**config.mk**
```make
export PLATFORM = sky130hd
export DESIGN_NAME = ofr_ctrl
export DESIGN_NICKNAME = d
export VERILOG_FILES = /design/src/design/ofr_pkg.sv /design/src/design/ofr_ctrl.sv
export VERILOG_INCLUDE_DIRS = /design/src /design/src/design
export SDC_FILE = /design/constraint.sdc
export NUM_CORES = 1
export LEC_CHECK = 0
export BUFFER_PORTS_ARGS = -buffer_cell sky130_fd_sc_hd__buf_2
export CORE_MARGIN = 1
export CORE_UTILIZATION = 45
export CTS_CLUSTER_DIAMETER = 30
export DETAILED_ROUTE_END_ITERATION = 10
export GPL_ROUTABILITY_DRIVEN = 0
export GPL_TIMING_DRIVEN = 0
export PLACE_DENSITY = 0.68
export SLEW_MARGIN = 0
export SYNTH_ARGS = -nofsm -noshare
export SYNTH_HDL_FRONTEND = slang
export SYNTH_SLANG_ARGS = --single-unit
```
**constraint.sdc**
```tcl
create_clock -name clk_i -period 12.2 [get_ports clk_i]
set_input_delay 1.83 -clock clk_i [delete_from_list [all_inputs] [get_ports clk_i]]
set_output_delay 1.83 -clock clk_i [all_outputs]
set_load 0.005 [all_outputs]
```
**src/design/overwriting_frame_ring_core_assert.svh**
```systemverilog
// Assertion macros used by the overwriting frame ring control module.
`ifndef OVERWRITING_FRAME_RING_CORE_ASSERT_SVH
`define OVERWRITING_FRAME_RING_CORE_ASSERT_SVH

// Checks that an expression holds at every clock edge outside reset.
`define OFR_ASSERT_ALWAYS(lbl, clk, rst_n, expr) \
  lbl: assert property (@(posedge clk) disable iff (!rst_n) (expr)) \
    else $error("overwriting_frame_ring_core: invariant violated");

// Checks that a condition at one edge implies another at the next edge.
`define OFR_ASSERT_NEXT(lbl, clk, rst_n, ante, cons) \
  lbl: assert property (@(posedge clk) disable iff (!rst_n) (ante) |=> (cons)) \
    else $error("overwriting_frame_ring_core: sequence violated");

`endif

```
**src/design/ofr_pkg.sv**
```systemverilog
// Shared types, widths and codes of the overwriting frame ring.
`timescale 1ns / 1ps
package ofr_pkg;

  localparam int unsigned MAX_FRAMES_DEF     = 16;
  localparam int unsigned MAX_SLOT_BYTES_DEF = 4096;
  localparam int unsigned META_BITS_DEF      = 64;

  localparam int unsigned LEN_W     = 13;
  localparam int unsigned META_W    = 64;
  localparam int unsigned BYTE_W    = 8;
  localparam int unsigned CIDX_W    = 4;
  localparam int unsigned OFFS_W    = 12;
  localparam int unsigned HELD_W    = 5;
  localparam int unsigned FIU_W     = 5;
  localparam int unsigned CFG_IDX_W = 2;

  localparam int unsigned IN_DATA_W  = 104;
  localparam int unsigned OUT_DATA_W = 96;

  localparam logic [LEN_W-1:0] POS_LIMIT          = 13'h1FFF;
  localparam logic [LEN_W-1:0] SLOT_BYTES_RST_VAL = 13'd4096;
  localparam logic [FIU_W-1:0] FRAMES_RST_VAL     = 5'd16;

  localparam logic [CFG_IDX_W-1:0] CFG_SLOT_BYTES    = 2'd0;
  localparam logic [CFG_IDX_W-1:0] CFG_FRAMES_IN_USE = 2'd1;

  typedef enum logic {
    OP_PUSH = 1'b0,
    OP_READ = 1'b1
  } op_e;

  typedef enum logic [1:0] {
    ST_OK         = 2'd0,
    ST_RANGE      = 2'd1,
    ST_INCOMPLETE = 2'd2,
    ST_TOO_LONG   = 2'd3
  } status_e;

  typedef struct packed {
    status_e             status;
    logic [HELD_W-1:0]   held;
    logic                rd_ok;
    logic                offs_ok;
    logic [OFFS_W-1:0]   offs;
  } ofr_resp_t;

endpackage

```
**src/design/ofr_ctrl.sv**
```systemverilog
// Ring bookkeeping, configuration registers and memory addressing.
`timescale 1ns / 1ps
`include "overwriting_frame_ring_core_assert.svh"
module ofr_ctrl #(
  parameter int unsigned MAX_FRAMES     = ofr_pkg::MAX_FRAMES_DEF,
  parameter int unsigned MAX_SLOT_BYTES = ofr_pkg::MAX_SLOT_BYTES_DEF,
  localparam int unsigned SLOT_W = (MAX_FRAMES > 1) ? $clog2(MAX_FRAMES) : 1,
  localparam int unsigned OFF_W  = (MAX_SLOT_BYTES > 1) ? $clog2(MAX_SLOT_BYTES) : 1,
  localparam int unsigned PAY_AW = SLOT_W + OFF_W
) (
  input  logic                          clk_i,
  input  logic                          rst_ni,
  input  logic                          cfg_we_i,
  input  logic [ofr_pkg::CFG_IDX_W-1:0] cfg_index_i,
  input  logic [ofr_pkg::LEN_W-1:0]     cfg_wdata_i,
  input  logic                          accept_i,
  input  ofr_pkg::op_e                  op_i,
  input  logic [ofr_pkg::LEN_W-1:0]     flen_i,
  input  logic                          complete_i,
  input  logic                          last_i,
  input  logic [ofr_pkg::CIDX_W-1:0]    cidx_i,
  input  logic [ofr_pkg::OFFS_W-1:0]    offs_i,
  output ofr_pkg::ofr_resp_t            resp_o,
  output logic                          pay_we_o,
  output logic [PAY_AW-1:0]             pay_waddr_o,
  output logic                          slot_we_o,
  output logic [SLOT_W-1:0]             slot_waddr_o,
  output logic [ofr_pkg::LEN_W-1:0]     size_wdata_o,
  output logic                          rd_en_o,
  output logic [PAY_AW-1:0]             pay_raddr_o,
  output logic [SLOT_W-1:0]             slot_raddr_o
);
  import ofr_pkg::*;

  localparam int unsigned CMP_W = (SLOT_W + 1 > 6) ? SLOT_W + 1 : 6;
  localparam logic [LEN_W-1:0] SLOT_RST =
    (MAX_SLOT_BYTES < 4096) ? LEN_W'(MAX_SLOT_BYTES) : SLOT_BYTES_RST_VAL;
  localparam logic [FIU_W-1:0] FIU_RST =
    (MAX_FRAMES < 16) ? FIU_W'(MAX_FRAMES) : FRAMES_RST_VAL;

  logic [LEN_W-1:0]  slot_bytes_q, slot_bytes_d;
  logic [FIU_W-1:0]  frames_q, frames_d;
  logic [SLOT_W-1:0] ws_q, ws_d;
  logic [HELD_W-1:0] held_q, held_d;
  logic [LEN_W-1:0]  pos_q, pos_d;
  logic              rej_q, rej_d;

  logic              cfg_hit;
  logic              is_push;
  logic              rej_now;
  logic              commit;
  logic [CMP_W-1:0]  ws_inc;
  logic [CMP_W-1:0]  rd_sum;
  logic [SLOT_W-1:0] oldest;
  logic              in_range;

  assign cfg_hit = cfg_we_i
                   && (cfg_index_i == CFG_SLOT_BYTES || cfg_index_i == CFG_FRAMES_IN_USE);
  assign is_push = (op_i == OP_PUSH);
  assign rej_now = (pos_q == '0 && !rej_q) ? (!complete_i || flen_i > slot_bytes_q) : rej_q;
  assign commit  = accept_i && is_push && !rej_now && last_i;
  assign ws_inc  = CMP_W'(ws_q) + CMP_W'(1);

  assign in_range = ({1'b0, cidx_i} < held_q);
  assign oldest   = (held_q == frames_q) ? ws_q : '0;

  always_comb begin
    logic [CMP_W-1:0] sum;
    sum = CMP_W'(oldest) + CMP_W'(cidx_i);
    if (sum >= CMP_W'(frames_q)) begin
      sum = sum - CMP_W'(frames_q);
    end
    rd_sum = sum;
  end

  assign pay_we_o     = accept_i && is_push && !rej_now
                        && pos_q < flen_i && pos_q < slot_bytes_q;
  assign pay_waddr_o  = {ws_q, OFF_W'(pos_q)};
  assign slot_we_o    = commit;
  assign slot_waddr_o = ws_q;
  assign size_wdata_o = (flen_i > slot_bytes_q) ? slot_bytes_q : flen_i;
  assign rd_en_o      = accept_i;
  assign slot_raddr_o = SLOT_W'(rd_sum);
  assign pay_raddr_o  = {SLOT_W'(rd_sum), OFF_W'(offs_i)};

  always_comb begin
    slot_bytes_d = slot_bytes_q;
    frames_d     = frames_q;
    ws_d         = ws_q;
    held_d       = held_q;
    pos_d        = pos_q;
    rej_d        = rej_q;
    if (cfg_hit) begin
      if (cfg_index_i == CFG_SLOT_BYTES) begin
        if (cfg_wdata_i == '0) begin
          slot_bytes_d = LEN_W'(1);
        end else if ({4'b0, cfg_wdata_i} > 17'(MAX_SLOT_BYTES)) begin
          slot_bytes_d = LEN_W'(MAX_SLOT_BYTES);
        end else begin
          slot_bytes_d = cfg_wdata_i;
        end
      end else begin
        if (cfg_wdata_i[FIU_W-1:0] == '0) begin
          frames_d = FIU_W'(1);
        end else if ({4'b0, cfg_wdata_i[FIU_W-1:0]} > 9'(MAX_FRAMES)) begin
          frames_d = FIU_W'(MAX_FRAMES);
        end else begin
          frames_d = cfg_wdata_i[FIU_W-1:0];
        end
      end
      ws_d   = '0;
      held_d = '0;
      pos_d  = '0;
      rej_d  = 1'b0;
    end else if (accept_i && is_push) begin
      if (commit) begin
        ws_d = (ws_inc == CMP_W'(frames_q)) ? '0 : SLOT_W'(ws_inc);
        if (held_q < frames_q) begin
          held_d = held_q + HELD_W'(1);
        end
      end
      if (last_i) begin
        pos_d = '0;
        rej_d = 1'b0;
      end else begin
        rej_d = rej_now;
        if (pos_q != POS_LIMIT) begin
          pos_d = pos_q + LEN_W'(1);
        end
      end
    end
  end

  always_comb begin
    resp_o.held    = accept_i && is_push ? held_d : held_q;
    resp_o.offs    = offs_i;
    resp_o.offs_ok = ({5'b0, offs_i} < 17'(MAX_SLOT_BYTES));
    resp_o.rd_ok   = 1'b0;
    resp_o.status  = ST_OK;
    if (is_push) begin
      if (rej_now) begin
        resp_o.status = complete_i ? ST_TOO_LONG : ST_INCOMPLETE;
      end
    end else if (in_range) begin
      resp_o.rd_ok = 1'b1;
    end else begin
      resp_o.status = ST_RANGE;
    end
  end

  always_ff @(posedge clk_i or negedge rst_ni) begin
    if (!rst_ni) begin
      slot_bytes_q <= SLOT_RST;
      frames_q     <= FIU_RST;
      ws_q         <= '0;
      held_q       <= '0;
      pos_q        <= '0;
      rej_q        <= 1'b0;
    end else begin
      slot_bytes_q <= slot_bytes_d;
      frames_q     <= frames_d;
      ws_q         <= ws_d;
      held_q       <= held_d;
      pos_q        <= pos_d;
      rej_q        <= rej_d;
    end
  end

  `OFR_ASSERT_ALWAYS(held_within_ring, clk_i, rst_ni, held_q <= frames_q)
  `OFR_ASSERT_ALWAYS(write_slot_within_ring, clk_i, rst_ni, CMP_W'(ws_q) < CMP_W'(frames_q))
  `OFR_ASSERT_NEXT(ring_empty_after_cfg, clk_i, rst_ni, cfg_hit, (held_q == '0) && (pos_q == '0) && !rej_q)
  `OFR_ASSERT_NEXT(commit_counts_frame, clk_i, rst_ni, commit && (held_q < frames_q), held_q == $past(held_q) + HELD_W'(1))

endmodule

```
==> results of run 1 <==
worst min-delay path: stages (launching register included):
cell	delay, ns
dfrtp_1	0.35
nand2_1	0.05
o21ai_0	0.06
routing by layer:
layer	global-route usage, %	up-vias	share of wire, %	routed length (microns)
met5	0	-	0	0
met4	5.40	0	1.1	110
met3	2.20	8	4.4	462
met2	39.9	108	50	5190
met1	27.9	1751	45	4630
li1	-	1893	-	-
cell type report:
cell class / instances / area (sq um) / share of cell area [%]
multi-input cells: 353 / 2620 / 52.6
flip-flops and latches: 41 / 1030 / 20.6
repair buffers: 114 / 571 / 11.4
plain buffers: 58 / 400 / 8.03
inverters: 37 / 139 / 2.79
well taps: 108 / 135 / 2.71
clock buffers: 6 / 72.6 / 1.46
clock inverters: 2 / 15.0 / 0.301
state kept, by name, summed over array words and instances, names as in the netlist:
register / cells
pos_q: 13
rej_q: 1
slot_waddr_o: 4
held_q: 5
slot_bytes_q: 13
frames_q: 5
Yosys cell counts (all sizes together), types with 3 or more instances:
master | number | area [sq um]
dfrtp | 39 | 976
and3 | 6 | 38.8
and2 | 6 | 37.5
o31ai | 3 | 36.3
buf | 49 | 367
xnor2 | 16 | 140
mux2 | 5 | 56.3
a21bo | 4 | 40.0
ha | 58 | 726
nand2 | 45 | 169
nor2 | 32 | 120
nor3 | 11 | 66.3
clkbuf | 9 | 33.8
xor2 | 5 | 43.8
inv | 37 | 139
a21o | 14 | 105
mux2i | 5 | 50.1
a22o | 7 | 61.3
o21ai | 30 | 150
nand4 | 10 | 83.8
nor2b | 10 | 62.6
nor3b | 4 | 30.0
nand3 | 15 | 85.1
nand2b | 15 | 93.8
nor4 | 3 | 18.8
a31oi | 4 | 40.0
a21oi | 21 | 124
where the power goes:
part	total, mW	switching, mW	internal, mW
Combinational	0.194	0.101	0.0926
Sequential	0.162	0.0141	0.148
Clock	0.0918	0.0514	0.0404
Total	0.447	0.167	0.281
final timing paths:
path                                                    from  slack [ns]                           to  cells after the start
worst max-delay path                               cidx_i[0]        5.86              slot_raddr_o[2]                     12
worst min register to register       frames_q[3]$_DFFE_PN0P_        0.50      frames_q[3]$_DFFE_PN0P_                      2
worst max register to register  slot_bytes_q[12]$_DFFE_PN1P_        9.81          held_q[0]$_DFF_PN0_                      9
min in group asynchronous                             rst_ni        1.69  slot_bytes_q[7]$_DFFE_PN0P_                      1
max in group asynchronous                             rst_ni        9.91         pos_q[6]$_DFFE_PN0P_                      1
worst min-delay path                 frames_q[3]$_DFFE_PN0P_        0.50      frames_q[3]$_DFFE_PN0P_                      2
per-stage QoR:
step	hold slack (ns)	cells
floorplan	0.450	489
global placement	0.470	711
detailed placement	0.477	711
CTS	0.500	719
global route	0.530	719
finish	0.499	719
cell usage in the layout (no fill, tap or decap), types with 6 or more instances in the layout:
cell type / Yosys / layout
dfrtp_1: 39 / 39
nand2b_1: 15 / 15
o21ai_0: 26 / 26
xnor2_1: 16 / 16
nand3_1: 13 / 13
a21oi_1: 18 / 18
a22o_1: 7 / 7
nor2b_1: 10 / 10
nor2_1: 32 / 32
nand2_1: 45 / 45
buf_2: 2 / 116
and2_1: 6 / 6
clkbuf_1: 9 / 10
inv_1: 37 / 37
ha_1: 58 / 58
a21o_1: 14 / 14
nor3_1: 10 / 10
buf_4: 46 / 46
nand4_1: 8 / 8
cell families after synthesis:
family                     count (synthesis)  share of synthesized area (%)
AOI/OAI and AO/OA                         99                           17.0
adders and majority gates                 60                           18.3
xor gates and xnor gates                  21                           4.39
DFF                                       41                           24.5
other                                      1                         0.0895
muxes                                     10                           2.54
and+or+nand+nor                          162                           20.4
buffers and inverters                     95                           12.9
==> results.json, run 1 <==
{
  "cpMostUsedCell": "a21o_1",
  "grtUsageTotal_pct": 22.0,
  "hp-class": "register to register",
  "clock-root-buffer": "clkbuf_8",
  "numCtsBuffers": 5,
  "crit_type": "input port to output port",
  "cp_slowest_stage_delay_ns": 0.57,
  "fin_crit_ns": 6.34,
  "synth-edff-count": 0,
  "utilization_pct": 56.3,
  "drc_errors": 9,
  "synthArstFlopShare_pct": 100,
  "vias": 3760,
  "worstPathArrival_ns": 4.51,
  "initial_core_util_pct": 47.4,
  "vias_per_cell": 5.23,
  "htreeDepth": 2,
  "io_buffers": 114,
  "core_area_sq_mm": 0.00885,
  "grt_pass1_wl_mm": 17.1,
  "timing.critical_path.buf_inv": 3,
  "worst_setup_path_end_kind": "output port",
  "failed_checks": "design-rule violations",
  "fin_skew_ns": 0.00606,
  "cts.repair_timing.setup_buffer_count": 0,
  "cts_max_path_buffers": 2,
  "path_max_fanout": 4,
  "p_per_area_mw_per_mm2": 89.8,
  "synthToLayoutAreaGrowth_pct": 18.9,
  "ctsResizeCount": 0,
  "yosysWarnings": 0,
  "final_max_slew_viol_count": 0,
  "die-area_sq_mm": 0.00970,
  "syn-cell-area_sq_mm": 0.00419,
  "cts_tree": "built",
  "design_area_sq_mm": 0.00498,
  "nets": 721,
  "min_period_over_period_pct": 52.0,
  "crit_required_ns": 10.37,
  "synth_cell_types": 60,
  "clock_latency_ns": 0.29,
  "power_mw": 0.447,
  "first_pass_iters": 7,
  "fillers": 848,
  "ctsHoldBuffers": 0,
  "overflow": 0,
  "drtIter0Drc": 139,
  "crit_family": "adder cells",
  "maxCapViolCount": 0,
  "vdd_drop_max_mv": 0.0552,
  "p_leak_nw": 2.62,
  "antenna_found_initial": 0,
  "rsz0062_at_grt": "false",
  "final_layout_size_suffix_gt1_share_pct": 32.1,
  "setup_violations": 0,
  "diodes": 0,
  "yosysSeqAreaShare_pct": 24.5,
  "die_h_microns": 98.5,
  "numClockSinks": 41,
  "core.rowCount": 34,
  "clkTransAtPathRegs_ns": 0.09,
  "grt_max_degree": 42,
  "place_hpwl_mm": 8.49,
  "worstMarginPinSlew_ns": 0.980,
  "antenna_left": 0,
  "ys.flop_type": "dfrtp_1",
  "ys_ff_latch": 41,
  "finalWirelength_mm": 10.4,
  "grt_pass1_vias": 3592,
  "wl_per_cell_microns": 14.5,
  "place_ws_ns": 5.84,
  "cpMaxStageDelayCell": "fa_1",
  "placed_area_sq_mm": 0.00490,
  "outcome": "finished, violations left",
  "die_w_microns": 98.5,
  "slew_headroom_pct": 34.7,
  "layout_setup_ws_ns": 5.86,
  "avgSynthCellArea_sq_um": 8.57,
  "fin_setup_tns_ns": 0,
  "crit_path_start_kind": "input port",
  "max_freq_ghz": 0.158,
  "synthCells": 489,
  "hold_viol": 0,
  "ios": 128,
  "syn_nets": 600,
  "crit_path_cell_trace": "buf_2 -> ha_1 -> fa_1 -> ha_1 -> a21o_1 -> a21o_1 -> a31o_2 -> a21o_1 -> a21o_1 -> mux2_2 -> buf_4 -> buf_2"
}
No activity file was read; power rests on OpenSTA's default activity.
==> run 2, diff against run 1 <==
PLACE_DENSITY = 0.71   (was 0.68)
clock period = 5.38 ns   (was 12.2 ns; I/O delays follow)
==> results.json, run 2 (same netlist as run 1, synthesis figures left out) <==
{
  "layout_commonest_cell": "buf_2",
  "drtIter0Drc": 98,
  "worstMarginPinSlew_ns": 0.986,
  "cts.repair_timing.setup_buffer_count": 0,
  "synthToLayoutAreaGrowth_pct": 18.8,
  "ctsHoldBuffers": 0,
  "numCtsBuffers": 5,
  "crit_required_ns": 4.57,
  "power_mw": 1.01,
  "clkTransAtPathRegs_ns": 0.07,
  "rsz0062_at_grt": "false",
  "worstPathArrival_ns": 4.20,
  "power_frac_comb_pct": 44.0,
  "layout_common_cells": "buf_2, ha_1, buf_4",
  "finalWirelength_mm": 10.6,
  "switching_share_pct": 37.0,
  "outcome": "finished, violations left",
  "drc_errors": 11,
  "core.rowCount": 34,
  "path_max_fanout": 4,
  "final_layout_size_suffix_gt1_share_pct": 31.9,
  "clock_latency_ns": 0.29,
  "grt_max_degree": 42,
  "clock-root-buffer": "clkbuf_8",
  "fin_skew_ns": 0.00497,
  "fin_crit_ns": 5.01,
  "fillers": 827,
  "p_per_area_mw_per_mm2": 203,
  "crit_path_start_kind": "register",
  "core_area_sq_mm": 0.00885,
  "diodes": 0,
  "antenna_found_initial": 0,
  "final_max_slew_viol_count": 0,
  "wl_per_cell_microns": 14.7,
  "place_hpwl_mm": 8.58,
  "ios": 128,
  "grt_pass1_wl_mm": 17.3,
  "power_frac_seq_pct": 36.4,
  "grtUsageTotal_pct": 22.0,
  "grt_pass1_vias": 3741,
  "maxCapViolCount": 0,
  "vias_per_cell": 5.33,
  "numClockSinks": 41,
  "slew_headroom_pct": 34.3,
  "switching_power_mw": 0.374,
  "die_h_microns": 98.5,
  "fin_setup_tns_ns": 0,
  "initial_core_util_pct": 47.4,
  "cpMaxStageDelayCell": "dfstp_2",
  "crit_family": "adder cells",
  "cp_slowest_stage_delay_ns": 0.55,
  "worst_setup_path_end_kind": "output port",
  "min_period_over_period_pct": 93.1,
  "hp-class": "register to register",
  "crit_path_cell_trace": "inv_1 -> ha_1 -> nand2_1 -> nor2_1 -> and2_1 -> ha_1 -> fa_1 -> ha_1 -> a21o_1 -> a21o_1 -> a31o_2 -> a21o_1 -> a21o_1 -> mux2_2 -> buf_4 -> buf_2",
  "reg.largest.list": "pos_q (13), slot_bytes_q (13)",
  "nets": 721,
  "dpl.cell_count": 711,
  "die-area_sq_mm": 0.00970,
  "crit_type": "register to output port",
  "cpMostUsedCell": "a21o_1",
  "cts_tree": "built",
  "cts_max_path_buffers": 2,
  "antenna_left": 0,
  "finalNonFillerCells": 719,
  "p_int_mw": 0.636,
  "ctsResizeCount": 0,
  "die_w_microns": 98.5,
  "p_leak_nw": 2.63,
  "hold_viol": 0,
  "overflow": 0,
  "p_clk_share_pct": 19.7,
  "vdd_drop_max_mv": 0.112,
  "first_pass_iters": 7,
  "setup_violations": 0,
  "htreeDepth": 2,
  "max_freq_ghz": 0.200,
  "timing.critical_path.buf_inv": 3,
  "io_buffers": 114,
  "failed_checks": "design-rule violations",
  "vias": 3833
}
==> run 2: cell types whose count changed in the layout (fill, tap and decap cells not counted), sizes merged <==
cell and change:
clkinv +1, clkinvlp -2, clkbuf +1
==> run 2: power by group through the flow <==
stage	Combinational, mW	Clock [mW]	Sequential, mW
5_1_grt	0.491	0.215	0.371
2_1_floorplan	0.293	0	0.361
4_1_cts	0.445	0.206	0.367
3_5_place_dp	0.441	0	0.373
3_3_place_gp	0.425	0	0.373
6_report	0.444	0.199	0.367
==> run 2: stage by stage <==
stage	util [%]	area, sq um	hold slack [ns]	setup WS [ns]
2_1_floorplan	-	4190	0.450	1.08
5_1_grt	56.3	4980	0.543	0.183
4_1_cts	56.3	4980	0.513	0.351
6_report	56.3	4980	0.500	0.373
3_3_place_gp	55.3	4900	0.470	0.774
3_5_place_dp	55.3	4900	0.484	0.688
==> run 2: path summary, 6_finish.rpt <==
path	from	endpoint	slack, ns	cells after the start
min in group asynchronous	rst_ni	slot_bytes_q[8]$_DFFE_PN0P_	0.67	1
max in group asynchronous	rst_ni	held_q[4]$_DFF_PN0_	4.09	1
max reg2reg	slot_bytes_q[12]$_DFFE_PN1P_	held_q[0]$_DFF_PN0_	2.93	9
min reg2reg	frames_q[3]$_DFFE_PN0P_	frames_q[3]$_DFFE_PN0P_	0.50	2
min	frames_q[3]$_DFFE_PN0P_	frames_q[3]$_DFFE_PN0P_	0.50	2
max	frames_q[4]$_DFFE_PN1P_	slot_raddr_o[1]	0.37	16
==> run 2: area by class of cell <==
class,instances,area (sq um),area share [%]
buffer,58,400,8.04
sequential,41,1030,20.7
multi-input combinational,353,2620,52.7
clock buffer,7,76.3,1.53
tap,108,135,2.71
timing repair buffer,114,571,11.5
clock inverter,1,5.00,0.101
inverter,37,139,2.79
==> run 2: worst reg2reg max path, stage by stage, from the launching register on <==
cell and delay (ns):
dfstp_2 0.56, inv_1 0.07, ha_1 0.32, nand4_2 0.17, nor3_4 0.31, a21oi_2 0.16, a21oi_4 0.25, buf_6 0.19
nand2_1 0.12, a21bo_2 0.21
==> run 2: routing by layer <==
| layer | wire, microns | part of all wire, % | GRT usage (%) | vias up |
|---|---|---|---|---|
| met5 | 0 | 0 | 0 | - |
| li1 | - | - | - | 1895 |
| met4 | 112 | 1.1 | 4.71 | 0 |
| met2 | 5300 | 50 | 40.4 | 122 |
| met1 | 4660 | 44 | 27.8 | 1808 |
| met3 | 516 | 4.9 | 2.62 | 8 |
==> run 3, diff against run 2 <==
ABC_AREA = 1   (was unset)
CORE_UTILIZATION = 48   (was 45)
GPL_TIMING_DRIVEN = unset   (was 0)
PLACE_DENSITY = 0.75   (was 0.71)
==> results.json, run 3 <==
{
  "outcome": "finished, final reports clean",
  "crit_type": "register to output port",
  "cp_slowest_stage_delay_ns": 0.54,
  "synthToLayoutAreaGrowth_pct": 7.67,
  "antenna_left": 0,
  "worst_setup_path_end_kind": "output port",
  "avgSynthCellArea_sq_um": 7.38,
  "final_max_slew_viol_count": 0,
  "fin_skew_ns": 0.00504,
  "maxCapViolCount": 0,
  "die_w_microns": 95.5,
  "overflow": 0,
  "worstMarginPinSlew_ns": 1.06,
  "yosysWarnings": 0,
  "htreeDepth": 2,
  "vdd_drop_max_mv": 0.152,
  "crit_path_start_kind": "register",
  "wl_per_cell_microns": 13.9,
  "ys.flop_type": "dfrtp_1",
  "cts_max_path_buffers": 2,
  "timing.critical_path.buf_inv": 3,
  "layout_commonest_cell": "nand2_1",
  "crit_family": "adder cells",
  "synth_common_cells": "nand2_1, inv_1, ha_1, buf_4",
  "grt_pass1_wl_mm": 16.2,
  "layout_common_cells": "nand2_1, buf_2, inv_1",
  "synth_top_area_cell": "dfrtp_1",
  "die_h_microns": 95.5,
  "drc_errors": 0,
  "synth_top_area_share_pct": 23.3,
  "grt_max_degree": 42,
  "core.rowCount": 33,
  "hp-class": "register to register",
  "synth-edff-count": 0,
  "fin_crit_ns": 4.79,
  "nets": 723,
  "place_ws_ns": 0.937,
  "path_max_fanout": 7,
  "yosysSeqAreaShare_pct": 24.5,
  "hold_viol": 0,
  "place_hpwl_mm": 8.24,
  "cts_tree": "built",
  "grt_pass1_vias": 3571,
  "final_layout_size_suffix_gt1_share_pct": 20.7,
  "setup_violations": 0,
  "numClockSinks": 41,
  "cpMaxStageDelayCell": "dfstp_2",
  "synth_cell_types": 41,
  "first_pass_iters": 4,
  "reg.largest.list": "pos_q (13), slot_bytes_q (13)",
  "antenna_found_initial": 0,
  "whs_endpoint": "slot_bytes_q[12]$_DFFE_PN1P_",
  "ios": 128,
  "initial_core_util_pct": 50.3,
  "max_freq_ghz": 0.209,
  "ys_top_cells_by_area": "dfrtp_1, ha_1, nand2_1, buf_4, inv_1",
  "clock_latency_ns": 0.30,
  "reg2reg_depth": 15,
  "hold_start": "slot_bytes_q[12]$_DFFE_PN1P_",
  "reg2reg_slack_ns": 2.94,
  "finalWirelength_mm": 10.0,
  "fin_setup_tns_ns": 0,
  "layout_setup_ws_ns": 0.588,
  "ctsHoldBuffers": 0,
  "numCtsBuffers": 5,
  "rsz0062_at_grt": "false",
  "syn-cell-area_sq_mm": 0.00419,
  "rr_startpoint": "slot_bytes_q[12]$_DFFE_PN1P_",
  "syn_nets": 679,
  "drtIter0Drc": 161,
  "core_area_sq_mm": 0.00834,
  "vias": 3880,
  "diodes": 0,
  "io_buffers": 90,
  "synthCells": 568,
  "slew_headroom_pct": 29.0,
  "cts.repair_timing.setup_buffer_count": 0,
  "worstPathArrival_ns": 3.98,
  "fillers": 813,
  "cpMostUsedCell": "nand2_1",
  "crit_required_ns": 4.57,
  "min_period_over_period_pct": 89.1,
  "worstHoldPathCells": 2,
  "p_leak_nw": 2.50,
  "synth.most_common_cell": "nand2_1",
  "reg2reg_to": "slot_waddr_o[1]$_DFFE_PN0P_",
  "clkTransAtPathRegs_ns": 0.08,
  "die-area_sq_mm": 0.00912,
  "ys_ff_latch": 41,
  "clock-root-buffer": "clkbuf_8",
  "ctsResizeCount": 0,
  "crit_path_cell_trace": "inv_1 -> ha_1 -> nand2_1 -> nor2_1 -> nand2_1 -> nor2_1 -> ha_1 -> fa_1 -> ha_1 -> a21oi_1 -> nor2_1 -> nor2_1 -> nand2_1 -> nand2_1 -> inv_1 -> o21ai_0 -> nand2_1 -> mux2_2 -> buf_2",
  "vias_per_cell": 5.40,
  "grtUsageTotal_pct": 22.9,
  "p_per_area_mw_per_mm2": 243,
  "synthArstFlopShare_pct": 100
}
[run 3: per-stage QoR]
step	total power [mW]	hold WS, ns	area [sq um]	utilization (%)	instances
after floorplan	0.705	0.491	4190	-	568
after global placement	0.820	0.538	4400	52.7	710
after detailed placement	0.839	0.536	4400	52.7	710
after CTS	1.10	0.551	4520	54.1	718
after global routing	1.19	0.584	4520	54.1	718
final	1.10	0.542	4520	54.1	718
[run 3: routing by layer]
metal / GRT usage, % / vias up / share of wire [%]
li1: - / 1924 / -
met1: 29.7 / 1799 / 45
met2: 37.8 / 129 / 47
met3: 3.67 / 28 / 5.1
met4: 9.45 / 0 / 3.1
met5: 0 / - / 0
[run 3: report_power, final]
part           total, mW  leakage, nW  internal [mW]  switching, mW
Combinational      0.462         1.90          0.179          0.283
Clock              0.262       0.0574          0.151          0.111
Sequential         0.371        0.543          0.342         0.0292
Total               1.10         2.50          0.672          0.424
[run 3: layout make-up]
class                      instances  area, sq um  area share (%)
multi-input combinational        382         2440            54.0
sequential                        41         1030            22.8
timing repair buffer              90          450            9.98
inverter                          92          345            7.65
tap                              105          131            2.91
clock buffer                       6         82.6            1.83
clock inverter                     2         37.5           0.831
[run 3: kinds of logic after synthesis]
family	after synthesis	share of synthesized area (%)
muxes	1	0.268
buffers and inverters	145	17.3
AOI/OAI and AO/OA	93	12.7
xor gates and xnor gates	11	2.30
adders and majority gates	60	18.3
and+or+nand+nor	216	24.5
DFF	41	24.5
other	1	0.0894
[run 3: worst max path at each step]
stage / from / to / slack (ns) / depth (start not counted)
floorplan: frames_q[4]$_DFFE_PN1P_ / slot_raddr_o[1] / 1.25 / 19
global placement: frames_q[4]$_DFFE_PN1P_ / slot_raddr_o[1] / 1.11 / 19
detailed placement: frames_q[4]$_DFFE_PN1P_ / slot_raddr_o[1] / 0.94 / 19
CTS: frames_q[4]$_DFFE_PN1P_ / slot_raddr_o[1] / 0.60 / 19
global route: frames_q[4]$_DFFE_PN1P_ / slot_raddr_o[1] / 0.31 / 19
finish: frames_q[4]$_DFFE_PN1P_ / slot_raddr_o[1] / 0.59 / 19
[run 3: tightest hold or removal path: stages, from the launching register on]
cell and delay [ns]:
dfstp_2 0.37, inv_1 0.10, a21oi_1 0.07
